[config.mk]
export PLATFORM = sky130hd
export DESIGN_NAME = sorted_priority_queue_top
export DESIGN_NICKNAME = d
export VERILOG_FILES = /design/src/rtl/core/spq_pkg.sv /design/src/rtl/core/spq_datapath.sv /design/src/rtl/core/spq_ctrl.sv /design/src/rtl/core/sorted_priority_queue_top.sv
export SDC_FILE = /design/constraint.sdc
export NUM_CORES = 2
export LEC_CHECK = 0
export ABC_AREA = 1
export BUFFER_PORTS_ARGS = -buffer_cell sky130_fd_sc_hd__buf_4
export CAP_MARGIN = 20
export CORE_MARGIN = 1
export CORE_UTILIZATION = 40
export DETAILED_ROUTE_END_ITERATION = 10
export PLACE_DENSITY_LB_ADDON = 0.15
export SYNTH_ARGS = -nofsm -noshare
export SYNTH_HDL_FRONTEND = slang
export SYNTH_HIERARCHICAL = 1
export SYNTH_SLANG_ARGS = --single-unit
[constraint.sdc]
create_clock -name clk -period 6.8 [get_ports clk]
set_clock_uncertainty 0.15 [all_clocks]
set_input_delay 0.68 -clock clk [delete_from_list [all_inputs] [get_ports clk]]
set_output_delay 0.68 -clock clk [all_outputs]
set_load 0.01 [all_outputs]
[src/rtl/core/spq_pkg.sv]
// shared types and constants of the sorted priority queue
`timescale 1ns / 1ps

package spq_pkg;

	localparam int CAPACITY = 16;
	localparam int IDX_W    = (CAPACITY > 1) ? $clog2(CAPACITY) : 1;
	localparam int CNT_W    = $clog2(CAPACITY + 1);
	localparam int PRIO_W   = 16;
	localparam int DATA_W   = 32;
	localparam int OCC_W    = 5;

	typedef enum logic [1:0] {
		OP_INSERT = 2'd0,
		OP_PEEK   = 2'd1,
		OP_DELMAX = 2'd2,
		OP_DELMIN = 2'd3
	} op_t;

	typedef enum logic [1:0] {
		ST_OK    = 2'd0,
		ST_EMPTY = 2'd1,
		ST_FULL  = 2'd2
	} status_t;

	typedef struct packed {
		op_t                       op;
		logic signed [PRIO_W-1:0]  prio_in;
		logic signed [DATA_W-1:0]  data_in;
	} in_item_t;

	typedef struct packed {
		logic signed [DATA_W-1:0]  data_out;
		status_t                   status;
		logic [OCC_W-1:0]          occupancy;
	} out_item_t;

	typedef struct packed {
		logic load;
		logic exec;
	} spq_cmd_t;

endpackage

[src/rtl/core/spq_datapath.sv]
// entry list, insert/remove logic and result register of the sorted priority queue
`timescale 1ns / 1ps

module spq_datapath (
	input  logic                clk,
	input  logic                arst_n,
	input  spq_pkg::spq_cmd_t   cmd,
	input  spq_pkg::in_item_t   in_data,
	output spq_pkg::out_item_t  out_data
);

	spq_pkg::in_item_t                       item_q;
	spq_pkg::out_item_t                      res_q;
	logic signed [spq_pkg::PRIO_W-1:0]       prio_q [spq_pkg::CAPACITY];
	logic signed [spq_pkg::DATA_W-1:0]       data_q [spq_pkg::CAPACITY];
	logic [spq_pkg::CNT_W-1:0]               count_q;

	logic signed [spq_pkg::PRIO_W-1:0]       prio_d [spq_pkg::CAPACITY];
	logic signed [spq_pkg::DATA_W-1:0]       data_d [spq_pkg::CAPACITY];
	logic [spq_pkg::CNT_W-1:0]               count_d;
	logic [spq_pkg::CAPACITY-1:0]            ge;
	logic                                    empty;
	logic                                    full;
	logic [spq_pkg::IDX_W-1:0]               tail_idx;
	spq_pkg::out_item_t                      res_d;

	assign empty    = (count_q == '0);
	assign full     = (count_q == spq_pkg::CNT_W'(spq_pkg::CAPACITY));
	assign tail_idx = spq_pkg::IDX_W'(count_q - spq_pkg::CNT_W'(1));

	// cells holding an entry that stays ahead of the new one
	always_comb begin
		for (int i = 0; i < spq_pkg::CAPACITY; i++) begin
			ge[i] = (spq_pkg::CNT_W'(i) < count_q) && (prio_q[i] >= item_q.prio_in);
		end
	end

	always_comb begin
		count_d        = count_q;
		res_d.data_out = '0;
		res_d.status   = spq_pkg::ST_OK;
		for (int i = 0; i < spq_pkg::CAPACITY; i++) begin
			prio_d[i] = prio_q[i];
			data_d[i] = data_q[i];
		end
		case (item_q.op)
			spq_pkg::OP_INSERT: begin
				if (full) begin
					res_d.status = spq_pkg::ST_FULL;
				end else begin
					for (int i = 0; i < spq_pkg::CAPACITY; i++) begin
						if (!ge[i]) begin
							if (i == 0 || ge[(i == 0) ? 0 : i - 1]) begin
								prio_d[i] = item_q.prio_in;
								data_d[i] = item_q.data_in;
							end else begin
								prio_d[i] = prio_q[(i == 0) ? 0 : i - 1];
								data_d[i] = data_q[(i == 0) ? 0 : i - 1];
							end
						end
					end
					count_d = count_q + spq_pkg::CNT_W'(1);
				end
			end
			spq_pkg::OP_PEEK: begin
				if (empty) begin
					res_d.status = spq_pkg::ST_EMPTY;
				end else begin
					res_d.data_out = data_q[0];
				end
			end
			spq_pkg::OP_DELMAX: begin
				if (empty) begin
					res_d.status = spq_pkg::ST_EMPTY;
				end else begin
					res_d.data_out = data_q[0];
					for (int i = 0; i < spq_pkg::CAPACITY - 1; i++) begin
						prio_d[i] = prio_q[i + 1];
						data_d[i] = data_q[i + 1];
					end
					count_d = count_q - spq_pkg::CNT_W'(1);
				end
			end
			default: begin
				if (empty) begin
					res_d.status = spq_pkg::ST_EMPTY;
				end else begin
					res_d.data_out = data_q[tail_idx];
					count_d        = count_q - spq_pkg::CNT_W'(1);
				end
			end
		endcase
		res_d.occupancy = spq_pkg::OCC_W'(count_d);
	end

	always_ff @(posedge clk or negedge arst_n) begin
		if (!arst_n) begin
			count_q <= '0;
		end else if (cmd.exec) begin
			count_q <= count_d;
		end
	end

	always_ff @(posedge clk) begin
		if (cmd.load) begin
			item_q <= in_data;
		end
		if (cmd.exec) begin
			res_q <= res_d;
			for (int i = 0; i < spq_pkg::CAPACITY; i++) begin
				prio_q[i] <= prio_d[i];
				data_q[i] <= data_d[i];
			end
		end
	end

	assign out_data = res_q;

endmodule

[src/rtl/core/spq_ctrl.sv]
// handshake and sequencing controller of the sorted priority queue
`timescale 1ns / 1ps

module spq_ctrl (
	input  logic               clk,
	input  logic               arst_n,
	input  logic               in_valid,
	output logic               in_ready,
	output logic               out_valid,
	input  logic               out_ready,
	output spq_pkg::spq_cmd_t  cmd
);

	typedef enum logic [1:0] {
		S_IDLE = 2'b01,
		S_EXEC = 2'b10
	} state_t;

	state_t state_q;
	state_t state_d;
	logic   out_valid_q;
	logic   out_free;

	assign out_free  = !out_valid_q || out_ready;
	assign in_ready  = (state_q == S_IDLE);
	assign out_valid = out_valid_q;

	always_comb begin
		state_d  = state_q;
		cmd.load = 1'b0;
		cmd.exec = 1'b0;
		unique case (state_q)
			S_IDLE: begin
				if (in_valid) begin
					cmd.load = 1'b1;
					state_d  = S_EXEC;
				end
			end
			S_EXEC: begin
				// result register must be free before the op commits
				if (out_free) begin
					cmd.exec = 1'b1;
					state_d  = S_IDLE;
				end
			end
			default: begin
				state_d = S_IDLE;
			end
		endcase
	end

	always_ff @(posedge clk or negedge arst_n) begin
		if (!arst_n) begin
			state_q     <= S_IDLE;
			out_valid_q <= 1'b0;
		end else begin
			state_q <= state_d;
			if (cmd.exec) begin
				out_valid_q <= 1'b1;
			end else if (out_ready) begin
				out_valid_q <= 1'b0;
			end
		end
	end

`ifndef SYNTHESIS
	a_exec_needs_free: assert property (@(posedge clk) disable iff (!arst_n)
		cmd.exec |-> (!out_valid_q || out_ready))
		else $error("op executed while result register still held an item");

	a_accept_to_exec: assert property (@(posedge clk) disable iff (!arst_n)
		(in_valid && in_ready) |=> (state_q == S_EXEC))
		else $error("accepted item did not move to execute");

	a_exec_gives_result: assert property (@(posedge clk) disable iff (!arst_n)
		cmd.exec |=> out_valid_q)
		else $error("executed op produced no result");

	a_exec_not_stalled: assert property (@(posedge clk) disable iff (!arst_n)
		(state_q == S_EXEC && !out_valid_q) |-> cmd.exec)
		else $error("execute stalled with free result register");
`endif

endmodule

[src/rtl/core/sorted_priority_queue_top.sv]
// Sorted priority queue: up to 16 entries (signed 16-bit priority, 32-bit data) kept in
// descending priority order, equal priorities in arrival order. Each input item is one op
// (insert, peek max, remove max, remove min) and gives exactly one result item with the data
// involved, a status (ok, empty, full) and the occupancy after the op. An item is first
// registered; then the whole entry list compares against it and shifts in parallel and the
// result register is loaded. That second step waits as long as the previous result is still
// held at the output and not taken by the receiver. The next item is accepted as soon as the
// op is done, while its result may still wait at the output. No clearing pass after reset;
// the queue is usable straight out of reset.
`timescale 1ns / 1ps

module sorted_priority_queue_top (
	input  logic                clk,
	input  logic                arst_n,
	input  logic                in_valid,
	output logic                in_ready,
	input  spq_pkg::in_item_t   in_data,
	output logic                out_valid,
	input  logic                out_ready,
	output spq_pkg::out_item_t  out_data
);

	spq_pkg::spq_cmd_t cmd;

	spq_ctrl u_ctrl (
		.clk       (clk),
		.arst_n    (arst_n),
		.in_valid  (in_valid),
		.in_ready  (in_ready),
		.out_valid (out_valid),
		.out_ready (out_ready),
		.cmd       (cmd)
	);

	spq_datapath u_datapath (
		.clk      (clk),
		.arst_n   (arst_n),
		.cmd      (cmd),
		.in_data  (in_data),
		.out_data (out_data)
	);

endmodule
==> out/results.ini <==
[global_route]
grt_pass1_wl_mm=306
grt_most_used_layer=met2
antenna_found_initial=2
grt_pass1_vias=48600
use_met1=0.396
grt_max_degree=168
grt_use_met2=0.397
grt.overflow.total=0
use_met3=0.0545
track_usage=0.268

[worst_setup_path]
startpoint_type=register
crit_end=u_datapath/data_q[15][16]
setup.worst_path.class=reg -> reg
cp_slowest_cell=a21oi_4
path_buf_inv=3
worstSetupPathDepth=10
cp_cell_sequence=clkinv_1 > buf_4 > ha_1 > nand2_1 > nor3_1 > nand2_1 > nand3b_1 > nand3_1 > a21oi_4 > buf_4
max_stage_delay_ns=1.02
cp-end-kind=register
rr_startpoint=u_datapath/item_q[43]
r2r_cells=10
crit_required_ns=7.02
r2r_end=u_datapath/data_q[15][16]
crit_fanout=27
cp.arrival_ns=5.12
crit_path_start=u_datapath/item_q[43]
crit_family=buffers and inverters
reg2reg_slack_ns=1.90

[timing]
grt_setup_unrepaired=no
fin_ws_ns=1.90
min_period_ns=4.90
setup_viol=0
drv_slew=0
hold_violations=0
setup_tns_ns=0
fin_crit_sh=0.721
worst_slew_pin_slew_ns=1.17
relSlewSlack=0.219
fmax_mhz=204

[detailed_routing]
dr.first_iter.drc_count=6066
ant_nets=0
viasPerCell=5.48
first_pass_iters=6
num_vias=51300
wl_per_cell_um=21.2
post-route-drc-count=0
totalWireLength_mm=199

[logic_synthesis]
postSynthAreaPerCell_um2=7.60
yosys.area_share.xor_xnor=0.000456
syn_nets=7909
synth_cells=7591
synth_area_um2=57700
synth_top_family_by_area=simple AND/OR/NAND/NOR gates
seq_area_frac_synth=0.450
synth_fa_ha_area_frac=0.0573
muxShareOfSynthArea=0
synth_compound_area_frac=0.0762
yosysUniqueCellTypes=39
synth-simple-area-share=0.314
yosysWarnings=6
synth-seq-cells=865

[layout]
finalNetCount=7722
area.growth.synth_to_final_pct=9.56
drive_above_1_share=0.0579

[floorplan]
rows=138
die-area_um2=146000
pin_count=95
fp.dieW_um=382
core_um2=142000
die_h_um=382
start_util=0.405

[clock_network]
cts_max_path_buffers=3
clk_latency_ns=0.74
clkTransAtPathRegs_ns=0.06
cts_buffers=106
post-cts-setup-buffers=0
cts_root_buf=clkbuf_16
tritoncts=done
htreeDepth=3
cts.sinks=865

[pwr]
power_density_nw_per_um2=359
p_leak_uw=0.0288
ir_drop_mv=0.463

[place]
dp_slack_ns=1.91
io_buffers=94
gp_congestion=0.863
dp_hpwl_mm=126

[min_path]
hp-class=in -> reg
hold_depth=4

[status]
status=complete, no violations

[job]
drv_cap=0

-- cell type report --
cell class | instances | area, um^2
tap | 1890 | 2360
sequential | 865 | 25900
fill | 14500 | 79100
timing repair buffer | 262 | 2200
multi-input combinational | 5304 | 26200
inverter | 865 | 3250
antenna | 1 | 2.50
clock inverter | 56 | 443
clock buffer | 131 | 2790
-- routing by layer --
layer  up-vias  part of all wire
li1      24900                 -
met1     23800              0.46
met2      2321              0.42
met3       277             0.098
met4         0             0.021
met5         -                 0
-- per-stage QoR --
stage          area (um^2)  instances  hold WS, ns  total power [uW]   util
2_1_floorplan        57700       7591        0.234             13600      -
3_3_place_gp         59400       9134        0.370             16900  0.418
3_5_place_dp         59400       9134        0.375             17000  0.418
6_report             63200       9374        0.109             22700  0.444
5_1_grt              63200       9373        0.134             23900  0.444
4_1_cts              63200       9373       0.0624             22600  0.444
-- logic make-up (layout without fill, tap and decap cells) --
kind of cell / after synthesis / count (layout)
flops: 865 / 865
fa+ha+maj: 264 / 264
simple gates: 4258 / 4258
xor+xnor: 3 / 3
buf+inv: 1422 / 1314
other cells: 0 / 1
compound gates: 779 / 779
-- synthesized netlist by cell type --
cell type     n  area, um^2
a21o_1        8        60.1
a21oi_1     211        1060
a31oi_1       2        12.5
and2_1        1        6.26
buf_1        28         105
buf_2       222        1110
buf_4        41         308
buf_6        18         203
clkbuf_1    248         931
clkinv_1     16        60.1
dfrtp_1       7         175
dfstp_2       1        26.3
edfxtp_1    857       25700
ha_1        264        3300
inv_1       843        3160
inv_2         6        22.5
nand2_1    2471        9280
nand2_2       7        43.8
nand2_4       1        11.3
nand3_1    1466        7340
nand3_2      11         110
nand3b_1      3        22.5
nand4_1      54         338
nor2_1      221         830
nor2_2       13        81.3
nor3_1        9        45.0
nor3_2        1        10.0
o211ai_1     95         713
o211ai_2      1        12.5
o21a_1        3        22.5
o21ai_0     332        1660
o21ai_1      33         165
o21ai_2       1        8.76
o21bai_1     10        75.1
o221ai_1     33         289
o22ai_1      48         300
o31ai_1       2        15.0
xnor2_1       1        8.76
xor2_1        2        17.5
-- power breakdown --
| group | internal, uW | switching, uW |
|---|---|---|
| Sequential | 6530 | 171 |
| Combinational | 2650 | 7850 |
| Clock | 3110 | 2390 |
| Total | 12300 | 10400 |
-- worst min-delay path by stage --
stage | endpoint | slack [ns] | from
after CTS | u_ctrl/out_valid | 0.06 | out_ready
after global routing | u_ctrl/out_valid | 0.13 | out_ready
after detailed placement | u_ctrl/out_valid | 0.37 | u_ctrl/out_valid
after global placement | u_ctrl/out_valid | 0.37 | u_ctrl/out_valid
after floorplan | u_ctrl/out_valid | 0.23 | arst_n
final | u_ctrl/out_valid | 0.11 | out_ready
-- sequential cells by signal (all words and copies together), names as in the netlist --
name / cells
u_datapath/prio_q: 256
u_datapath/data_q: 512
u_datapath/count_q: 5
u_datapath/out_data: 39
u_datapath/item_q: 50
u_ctrl/out_valid: 1
u_ctrl/state_q: 2
-- cell usage in the layout (no fill, tap or decap), drive strengths merged --
| cell | n |
|---|---|
| nand2 | 2479 |
| nand3 | 1477 |
| edfxtp | 857 |
| inv | 851 |
| o21ai | 366 |
| ha | 264 |
| nor2 | 234 |
| a21oi | 211 |
| buf | 210 |
| clkbuf | 131 |
| o211ai | 96 |
| clkinv | 63 |
| nand4 | 54 |
| dlygate4sd3 | 52 |
| o22ai | 48 |
| o221ai | 33 |
| o21bai | 10 |
| nor3 | 10 |
| a21o | 8 |
| dfrtp | 7 |
| bufinv | 6 |
| nand3b | 3 |
| o21a | 3 |
| o31ai | 2 |
| a31oi | 2 |
| xor2 | 2 |
| diode | 1 |
| clkinvlp | 1 |
| dfstp | 1 |
| and2 | 1 |
| xnor2 | 1 |
-- worst min-delay path: stages --
cell and delay [ns]:
buf_4 0.07, inv_1 0.03, nand2_1 0.09, nand2_1 0.06
-- what timing repair did --
item,in CTS,in global routing
hold endpoints to repair,59,0
resized for setup,0,0
hold buffers,52,0
Note: power is estimated with default switching activity, not from simulation.
